$ cat src/hdl/lkvc_pkg.sv
`timescale 1ns / 1ps
`default_nettype none
// ----------------------------------------------------------------------------
// LRU key-value cache package
// Shared constants, command codes, controller states and the per-cell control
// word for the recency-ordered chain of cache cells.
// ----------------------------------------------------------------------------
package lkvc_pkg;

   // Width and reset value of the capacity register.
   localparam int unsigned CAP_BITS = 5;
   localparam logic [CAP_BITS-1:0] CAPACITY_RESET = 5'd16;

   // Command codes carried by a request word.
   localparam logic CMD_GET = 1'b0;
   localparam logic CMD_PUT = 1'b1;

   // Controller states.
   typedef enum logic {
      ST_IDLE,
      ST_UPDATE
   } state_type;

   // Control word sent to each cell of the chain.
   typedef struct packed {
      logic shift;   // take the entry of the upstream neighbor
      logic kill;    // drop the valid bit of the entry taken in
   } cell_ctrl_type;

endpackage : lkvc_pkg
`default_nettype wire

$ cat src/hdl/lkvc_req_if.sv
`timescale 1ns / 1ps
`default_nettype none
// ----------------------------------------------------------------------------
// LRU cache request channel
// Valid/ready channel that carries one command word: get or put, key, value.
// ----------------------------------------------------------------------------
interface lkvc_req_if #(
   parameter int unsigned KEY_BITS   = 32,
   parameter int unsigned VALUE_BITS = 32
);
   logic                         valid;
   logic                         ready;
   logic                         command;
   logic signed [KEY_BITS-1:0]   key;
   logic signed [VALUE_BITS-1:0] value;

   modport source (output valid, command, key, value, input ready);
   modport sink   (input valid, command, key, value, output ready);
endinterface : lkvc_req_if
`default_nettype wire

$ cat src/hdl/lkvc_rsp_if.sv
`timescale 1ns / 1ps
`default_nettype none
// ----------------------------------------------------------------------------
// LRU cache response channel
// Valid/ready channel that carries one lookup result word: found flag, value.
// ----------------------------------------------------------------------------
interface lkvc_rsp_if #(
   parameter int unsigned VALUE_BITS = 32
);
   logic                         valid;
   logic                         ready;
   logic                         found;
   logic signed [VALUE_BITS-1:0] read_value;

   modport source (output valid, found, read_value, input ready);
   modport sink   (input valid, found, read_value, output ready);
endinterface : lkvc_rsp_if
`default_nettype wire

$ cat src/hdl/lkvc_cell.sv
`timescale 1ns / 1ps
`default_nettype none
// ----------------------------------------------------------------------------
// LRU cache cell
// Holds one entry of the recency-ordered chain: key, data and valid bit.
// Compares its key against an incoming request and, when told to shift,
// takes the entry of its upstream neighbor.
// ----------------------------------------------------------------------------
module lkvc_cell #(
   parameter int unsigned KEY_BITS   = 32,
   parameter int unsigned VALUE_BITS = 32
) (
   input  wire                          clock,
   input  wire                          reset,
   input  wire                          compare_en,
   input  wire  [KEY_BITS-1:0]          compare_key,
   input  lkvc_pkg::cell_ctrl_type      control,
   input  wire  [KEY_BITS-1:0]          up_key,
   input  wire  [VALUE_BITS-1:0]        up_data,
   input  wire                          up_valid,
   output logic [KEY_BITS-1:0]          key_out,
   output logic [VALUE_BITS-1:0]        data_out,
   output logic                         valid_out,
   output logic                         match_out
);
   import lkvc_pkg::*;

   logic [KEY_BITS-1:0]   key_ff;
   logic [VALUE_BITS-1:0] data_ff;
   logic                  valid_ff;
   logic                  valid_in;
   logic                  match_ff;

   // Next valid bit: follow the neighbor on a shift, dropped by a kill.
   always_comb begin
      valid_in = valid_ff;
      if (control.shift) begin
         valid_in = up_valid & ~control.kill;
      end else if (control.kill) begin
         valid_in = 1'b0;
      end
   end

   // Valid bit and the registered key match.
   always_ff @(posedge clock) begin
      if (reset) begin
         valid_ff <= 1'b0;
         match_ff <= 1'b0;
      end else begin
         valid_ff <= valid_in;
         if (compare_en) begin
            match_ff <= valid_ff && (key_ff == compare_key);
         end
      end
   end

   // Entry payload moves one cell down the chain on a shift.
   always_ff @(posedge clock) begin
      if (control.shift) begin
         key_ff  <= up_key;
         data_ff <= up_data;
      end
   end

   assign key_out   = key_ff;
   assign data_out  = data_ff;
   assign valid_out = valid_ff;
   assign match_out = match_ff;

endmodule : lkvc_cell
`default_nettype wire

$ cat src/hdl/lru_key_value_cache.sv
`timescale 1ns / 1ps
`default_nettype none
// ----------------------------------------------------------------------------
// LRU key-value cache
// Fully associative key-value store kept as a chain of cells in recency
// order, most recent first. A get answers with found and the stored value and
// moves a hit to the head; a put updates or inserts at the head, evicting the
// tail entry when the store holds capacity entries or more.
// ----------------------------------------------------------------------------
//  Channel    Direction  Word
//  req_chan   in         command (0 get, 1 put), key, value
//  rsp_chan   out        found, read_value (one word per get, none per put)
//  csr_*      in         capacity, written when the write enable is high
//
//  Each request is accepted in the idle state: at the accepting edge every cell
//  registers the compare of its key with the request; in the update state the
//  hit is resolved and, on commit, the chain shifts by one cell toward the tail
//  up to the hit or across the whole row. Reset clears all valid bits and sets
//  the capacity to 16; no clearing pass. A get waits in the update state while
//  the previous response word is still held by a stalled consumer.
// ----------------------------------------------------------------------------
module lru_key_value_cache #(
   parameter int unsigned ENTRIES    = 16,
   parameter int unsigned KEY_BITS   = 32,
   parameter int unsigned VALUE_BITS = 32
) (
   input  wire                              clock,
   input  wire                              reset,
   lkvc_req_if.sink                         req_chan,
   lkvc_rsp_if.source                       rsp_chan,
   input  wire                              csr_write_enable,
   input  wire  [lkvc_pkg::CAP_BITS-1:0]    csr_write_data
);
   import lkvc_pkg::*;

   localparam int unsigned OCC_BITS = $clog2(ENTRIES + 1);
   localparam int unsigned CW       = (OCC_BITS > CAP_BITS) ? OCC_BITS : CAP_BITS;

   state_type state_ff, state_in;

   logic                  command_ff;
   logic [KEY_BITS-1:0]   key_ff;
   logic [VALUE_BITS-1:0] value_ff;
   logic [CAP_BITS-1:0]   capacity_ff;
   logic [OCC_BITS-1:0]   occupancy_ff, occupancy_in;
   logic                  rsp_valid_ff;
   logic                  found_ff;
   logic [VALUE_BITS-1:0] read_value_ff;

   logic                  req_accept;
   logic                  commit;
   logic                  hit;
   logic                  put_miss;
   logic                  evict;
   logic [CW-1:0]         cap_ext;
   logic [CW-1:0]         cap_eff;
   logic [VALUE_BITS-1:0] hit_data;
   logic [VALUE_BITS-1:0] head_data;

   logic [ENTRIES-1:0]    match_vec;
   logic [ENTRIES-1:0]    at_or_above;
   logic [ENTRIES-1:0]    data_column [VALUE_BITS];
   logic [KEY_BITS-1:0]   cell_key   [ENTRIES];
   logic [VALUE_BITS-1:0] cell_data  [ENTRIES];
   logic                  cell_valid [ENTRIES];
   cell_ctrl_type         cell_ctrl  [ENTRIES];

   assign req_accept = req_chan.valid && req_chan.ready;

   // An update completes unless a get would overwrite a waiting response.
   assign commit = (state_ff == ST_UPDATE) &&
                   !((command_ff == CMD_GET) && rsp_valid_ff && !rsp_chan.ready);

   // Next-state logic.
   always_comb begin
      state_in = state_ff;
      unique case (state_ff)
         ST_IDLE: begin
            if (req_accept) begin
               state_in = ST_UPDATE;
            end
         end
         ST_UPDATE: begin
            if (commit) begin
               state_in = ST_IDLE;
            end
         end
         default: state_in = ST_IDLE;
      endcase
   end

   // State outputs.
   always_comb begin
      req_chan.ready = 1'b0;
      unique case (state_ff)
         ST_IDLE:   req_chan.ready = 1'b1;
         ST_UPDATE: req_chan.ready = 1'b0;
         default:   req_chan.ready = 1'b0;
      endcase
   end

   // Control registers.
   always_ff @(posedge clock) begin
      if (reset) begin
         state_ff     <= ST_IDLE;
         capacity_ff  <= CAPACITY_RESET;
         occupancy_ff <= '0;
      end else begin
         state_ff     <= state_in;
         occupancy_ff <= occupancy_in;
         if (csr_write_enable) begin
            capacity_ff <= csr_write_data;
         end
      end
   end

   // Request word is held for the update cycle.
   always_ff @(posedge clock) begin
      if (req_accept) begin
         command_ff <= req_chan.command;
         key_ff     <= req_chan.key;
         value_ff   <= req_chan.value;
      end
   end

   // Effective capacity: zero counts as one, saturated at the cell count.
   always_comb begin
      cap_ext = CW'(capacity_ff);
      cap_eff = cap_ext;
      if (cap_ext == '0) begin
         cap_eff = CW'(1);
      end else if (cap_ext > CW'(ENTRIES)) begin
         cap_eff = CW'(ENTRIES);
      end
   end

   assign hit      = |match_vec;
   assign put_miss = (command_ff == CMD_PUT) && !hit;
   assign evict    = CW'(occupancy_ff) >= cap_eff;

   // A new key grows the store until it reaches capacity.
   always_comb begin
      occupancy_in = occupancy_ff;
      if (commit && put_miss && !evict) begin
         occupancy_in = occupancy_ff + OCC_BITS'(1);
      end
   end

   // Cells at or above the hit position make room for the entry at the head.
   always_comb begin
      for (int i = 0; i < ENTRIES; i++) begin
         at_or_above[i] = |(match_vec & ({ENTRIES{1'b1}} << i));
      end
   end

   // Data of the hit cell, one OR reduction per bit.
   always_comb begin
      for (int b = 0; b < VALUE_BITS; b++) begin
         for (int i = 0; i < ENTRIES; i++) begin
            data_column[b][i] = cell_data[i][b] & match_vec[i];
         end
      end
      for (int b = 0; b < VALUE_BITS; b++) begin
         hit_data[b] = |data_column[b];
      end
   end

   assign head_data = (command_ff == CMD_PUT) ? value_ff : hit_data;

   // Chain of cells, most recent at index zero.
   for (genvar i = 0; i < ENTRIES; i++) begin : g_cell
      logic [KEY_BITS-1:0]   up_key;
      logic [VALUE_BITS-1:0] up_data;
      logic                  up_valid;

      if (i == 0) begin : g_head
         assign up_key   = key_ff;
         assign up_data  = head_data;
         assign up_valid = 1'b1;
      end else begin : g_body
         assign up_key   = cell_key[i-1];
         assign up_data  = cell_data[i-1];
         assign up_valid = cell_valid[i-1];
      end

      assign cell_ctrl[i].shift = commit && (put_miss || (hit && at_or_above[i]));
      assign cell_ctrl[i].kill  = commit && put_miss && evict &&
                                  (OCC_BITS'(i) == occupancy_ff);

      lkvc_cell #(
         .KEY_BITS   (KEY_BITS),
         .VALUE_BITS (VALUE_BITS)
      ) u_cell (
         .clock       (clock),
         .reset       (reset),
         .compare_en  (req_accept),
         .compare_key (req_chan.key),
         .control     (cell_ctrl[i]),
         .up_key      (up_key),
         .up_data     (up_data),
         .up_valid    (up_valid),
         .key_out     (cell_key[i]),
         .data_out    (cell_data[i]),
         .valid_out   (cell_valid[i]),
         .match_out   (match_vec[i])
      );
   end

   // Response register: loaded by a completed get, freed when taken.
   always_ff @(posedge clock) begin
      if (reset) begin
         rsp_valid_ff <= 1'b0;
      end else if (commit && (command_ff == CMD_GET)) begin
         rsp_valid_ff <= 1'b1;
      end else if (rsp_chan.ready) begin
         rsp_valid_ff <= 1'b0;
      end
   end

   always_ff @(posedge clock) begin
      if (commit && (command_ff == CMD_GET)) begin
         found_ff      <= hit;
         read_value_ff <= hit ? hit_data : '0;
      end
   end

   assign rsp_chan.valid      = rsp_valid_ff;
   assign rsp_chan.found      = found_ff;
   assign rsp_chan.read_value = read_value_ff;

endmodule : lru_key_value_cache
`default_nettype wire

$ cat src/flat_wrapper.sv
// flat-port wrapper written by rule: the top's interface ports become plain ports
module lru_key_value_cache_flat import lkvc_pkg::*;
#(
   parameter int unsigned ENTRIES    = 16,
   parameter int unsigned KEY_BITS   = 32,
   parameter int unsigned VALUE_BITS = 32
)
  (clock, reset, csr_write_enable, csr_write_data, req_chan_valid, req_chan_command, req_chan_key, req_chan_value, req_chan_ready, rsp_chan_valid, rsp_chan_found, rsp_chan_read_value, rsp_chan_ready);
  lkvc_req_if #(.KEY_BITS(KEY_BITS), .VALUE_BITS(VALUE_BITS)) req_chan_i ();
  lkvc_rsp_if #(.VALUE_BITS(VALUE_BITS)) rsp_chan_i ();
  input  wire clock;
  input  wire reset;
  input  wire csr_write_enable;
  input  wire  [lkvc_pkg::CAP_BITS-1:0] csr_write_data;
  input wire logic [$bits(req_chan_i.valid)-1:0] req_chan_valid;
  input wire logic [$bits(req_chan_i.command)-1:0] req_chan_command;
  input wire logic [$bits(req_chan_i.key)-1:0] req_chan_key;
  input wire logic [$bits(req_chan_i.value)-1:0] req_chan_value;
  output wire logic [$bits(req_chan_i.ready)-1:0] req_chan_ready;
  output wire logic [$bits(rsp_chan_i.valid)-1:0] rsp_chan_valid;
  output wire logic [$bits(rsp_chan_i.found)-1:0] rsp_chan_found;
  output wire logic [$bits(rsp_chan_i.read_value)-1:0] rsp_chan_read_value;
  input wire logic [$bits(rsp_chan_i.ready)-1:0] rsp_chan_ready;
  assign req_chan_i.valid = req_chan_valid;
  assign req_chan_i.command = req_chan_command;
  assign req_chan_i.key = req_chan_key;
  assign req_chan_i.value = req_chan_value;
  assign req_chan_ready = req_chan_i.ready;
  assign rsp_chan_valid = rsp_chan_i.valid;
  assign rsp_chan_found = rsp_chan_i.found;
  assign rsp_chan_read_value = rsp_chan_i.read_value;
  assign rsp_chan_i.ready = rsp_chan_ready;
  lru_key_value_cache #(.ENTRIES(ENTRIES), .KEY_BITS(KEY_BITS), .VALUE_BITS(VALUE_BITS)) u_core (.clock(clock), .reset(reset), .req_chan(req_chan_i), .rsp_chan(rsp_chan_i), .csr_write_enable(csr_write_enable), .csr_write_data(csr_write_data));
endmodule
$ cat config.mk
export PLATFORM = sky130hd
export DESIGN_NAME = lru_key_value_cache_flat
export DESIGN_NICKNAME = d
export VERILOG_FILES = /design/src/hdl/lkvc_pkg.sv /design/src/hdl/lkvc_req_if.sv /design/src/hdl/lkvc_rsp_if.sv /design/src/hdl/lkvc_cell.sv /design/src/hdl/lru_key_value_cache.sv /design/src/flat_wrapper.sv
export SDC_FILE = /design/constraint.sdc
export NUM_CORES = 1
export LEC_CHECK = 0
export BUFFER_PORTS_ARGS = -buffer_cell sky130_fd_sc_hd__buf_2
export CAP_MARGIN = 10
export CORE_MARGIN = 1.5
export CORE_UTILIZATION = 34
export DETAILED_ROUTE_END_ITERATION = 7
export GPL_TIMING_DRIVEN = 1
export PLACE_DENSITY = 0.58
export SYNTH_ARGS = -nofsm -noshare
export SYNTH_HDL_FRONTEND = slang
export SYNTH_SLANG_ARGS = --single-unit
$ cat constraint.sdc
create_clock -name clock -period 6.5 [get_ports clock]
set_input_delay 1.625 -clock clock [delete_from_list [all_inputs] [get_ports clock]]
set_output_delay 1.625 -clock clock [all_outputs]
set_load 0.02 [all_outputs]
==> metrics.txt <==
Post-synth EDFFs 1,122; CTS tree done; Reg clk slew, reported paths 60 ps; share of cells above drive strength 1 0.1420; relative slew slack 0.2391; Int Pwr 0.01204 W; setup_tns 0 ps; # fillers 11,710; part of the power in registers 0.548; Final Total Pwr 0.01528 W; post-synth top area share 0.7540; WL final 120.8 mm; XOR/XNOR share of the synthesized area 0.1009; DR WL/cell 27.07 µm; worst slew pin tran 1141 ps; Seq/Total Area, Yosys 0.7737; GR Overflow Total 0; Max Transition Viols Final 0; clock root buffer clkbuf_16; Synth Flop Type edfxtp_1; FF+latch count, synth 1,166; register area 34,590 µm²; Post-route DRC 0; Synth Area in Adders 0.002800; Max Clk Rate 231.9 MHz; Layout area overhead 13.93%; Cell variety after synth 48; worst-case clock buffer depth 3; multi-input logic area 9661 µm²; initial antenna violation count 4; Initial Util 0.3438; worst setup path class input port to register; Synth Area in Simple Gates 0.03808; net count after synthesis 2,584; Leak Pwr 15.92 nW; Post-Synthesis Cells 2,499; mux cell area share after synthesis 0.01232; largest net degree at the start of global routing 66; Synth area leaders edfxtp_1, xnor2_1, xor2_1; final hold violations 0; CP max FO 44; critical-path cell list buf_2 -> nand2b_1 -> o21ai_0 -> a31oi_4 -> buf_4 -> o31a_4 -> buf_4; clock power share 0.419; critical path's most frequent cell buf_4; slowest CP cell a31oi_4; setup slack, reg-to-reg 2400 ps; vias per cell 5.354; Setup Buffers After CTS 0; Nets 2,705; final instance area 50,910 µm²; worst hold path class register to register; CTS Buf Count 111; 1st-pass router iterations 5; Net Sw Power 0.003246 W; Port Buf Inserts 109; aggregate global-route resource usage 0.1786; H-tree Lvls 3; clock skew 26.18 ps; Post-synth top cells edfxtp_1, xnor2_1, xor2_1; area leader, netlist edfxtp_1; hold_buf cts 0; asr flop ratio synth 0; Critical Path AT 4700 ps; Logic pwr share 0.033; Synth Area in Compound Gates 0.05922; RSZ-0062 raised after global routing no; largest family of logic cells by synthesized area XOR/XNOR gates; status finished clean; YS warnings 0; Max IR drop VDD 0.2607 mV; Core ar. 130,000 µm²; final core occ 0.3917; Routed Antenna Nets 0; routed vias 23,895; Max-Cap Viols 0; Final Setup Violations 0; Die Ht 365.5 µm; Die W 365.5 µm; part of the cycle the worst path needs 0.6634; PwrDens 300.1 nW/µm²; WP data required 6890 ps; sw frac 0.2124; HPWL after detailed placement 75.22 mm; Post-Syn Area per Cell 17.88 µm²; first-pass GRT wire length 173.5 mm; PostCTS Resize Cnt 0; Final Critical Period 4312 ps; crit-path max cell delay 740 ps; number of global-route vias before repair 24,546; Top Ports 110; row count 132; GP Congestion 0.8232; mapped cell area 44,690 µm²; Critical Path End Type register; initial DRC count 2,351; DP Area 47,300 µm²; clk_lat worst skew 700 ps; Clock Sinks 1,166; Setup crit start kind input port; count leader, synth edfxtp_1; total die area 133,600 µm²
final timing paths:
kind,cells after the start,to,from
max,7,u_core.g_cell[14].u_cell.key_out[8],rsp_chan_ready
min,0,u_core.g_cell[0].u_cell.key_out[27],u_core.g_cell[0].up_key[27]
max reg2reg,7,u_core.g_cell[14].u_cell.key_out[8],u_core.g_cell[6].u_cell.match_out
min reg2reg,0,u_core.g_cell[0].u_cell.key_out[27],u_core.g_cell[0].up_key[27]
area by class of cell:
cell class / instances / share of cell area
Antenna cell: 3 / 0.0001475
Clock buffer: 140 / 0.05851
Clock inverter: 71 / 0.01221
Inverter: 10 / 0.0007864
Multi-Input combinational cell: 1184 / 0.1897
Sequential cell: 1166 / 0.6795
Tap cell: 1742 / 0.04281
Timing Repair Buffer: 147 / 0.01632
flip-flops by register name (all words and copies together) (netlist names), 5 cells and up:
| register | flops |
|---|---|
| u_core.cap_ext | 5 |
| u_core.g_cell.u_cell.data_out | 512 |
| u_core.g_cell.u_cell.key_out | 512 |
| u_core.g_cell.u_cell.match_out | 16 |
| u_core.g_cell.u_cell.valid_out | 16 |
| u_core.g_cell.up_key | 32 |
| u_core.occupancy_ff | 5 |
| u_core.rsp_chan.read_value | 32 |
| u_core.value_ff | 32 |
power groups by stage:
stage	Sequential (W)	Clock, W	Combinational (W)
global placement	0.00853	0	0.000506
detailed placement	0.00853	0	0.000511
finish	0.00837	0.00640	0.000508
CTS	0.00837	0.00650	0.000514
floorplan	0.00851	0	0.000315
global route	0.00838	0.00679	0.000544
metrics by stage:
| step | setup WS (ps) | std cells | hold slack [ps] |
|---|---|---|---|
| 5_1_grt | 2084 | 4462 | 424.3 |
| 4_1_cts | 2267 | 4460 | 411.2 |
| 6_report | 2188 | 4463 | 417.6 |
| 2_1_floorplan | 389.4 | 2499 | 400.3 |
| 3_3_place_gp | 1620 | 4249 | 401.4 |
| 3_5_place_dp | 1546 | 4249 | 404.5 |
cells by family (layout without fill, tap and decap cells):
family | Yosys count | after routing
buffers and inverters | 149 | 368
adders and majority gates | 10 | 10
AOI/OAI and AO/OA | 317 | 317
other | 0 | 3
DFF | 1166 | 1166
xor gates and xnor gates | 515 | 515
and+or+nand+nor | 291 | 291
muxes | 51 | 51
metal layers:
metal	track usage	routed length [µm]	vias to the layer above
met5	0	0	-
met4	0.05947	3414	0
met3	0.03425	9018	190
met2	0.2978	58930	1132
met1	0.2336	49460	12462
li1	-	-	10111
layout by cell type, fill, tap and decap left out, types with 8 or more instances in the layout:
cell type	synthesis	routed
a211oi_1	12	12
a221oi_1	128	128
a22o_1	128	128
buf_2	10	109
buf_4	0	38
bufinv_16	0	8
clkbuf_1	103	22
clkbuf_16	0	113
clkinv_1	0	23
clkinv_2	0	26
dfxtp_1	44	28
dfxtp_2	0	16
edfxtp_1	1122	1122
ha_1	10	10
inv_1	10	8
mux2_2	32	32
mux2i_1	19	19
nand2_1	29	29
nand4_1	129	129
nor2_1	18	17
nor3_1	23	23
nor4_1	65	65
o21ai_0	21	21
xnor2_1	291	291
xor2_1	224	224
worst max-delay path: cells and delay by family:
family	cells	cell delay [ps]
buf+inv	3	910
compound gates	3	1770
simple gates	1	320
No activity file was read; power rests on OpenSTA's default activity.
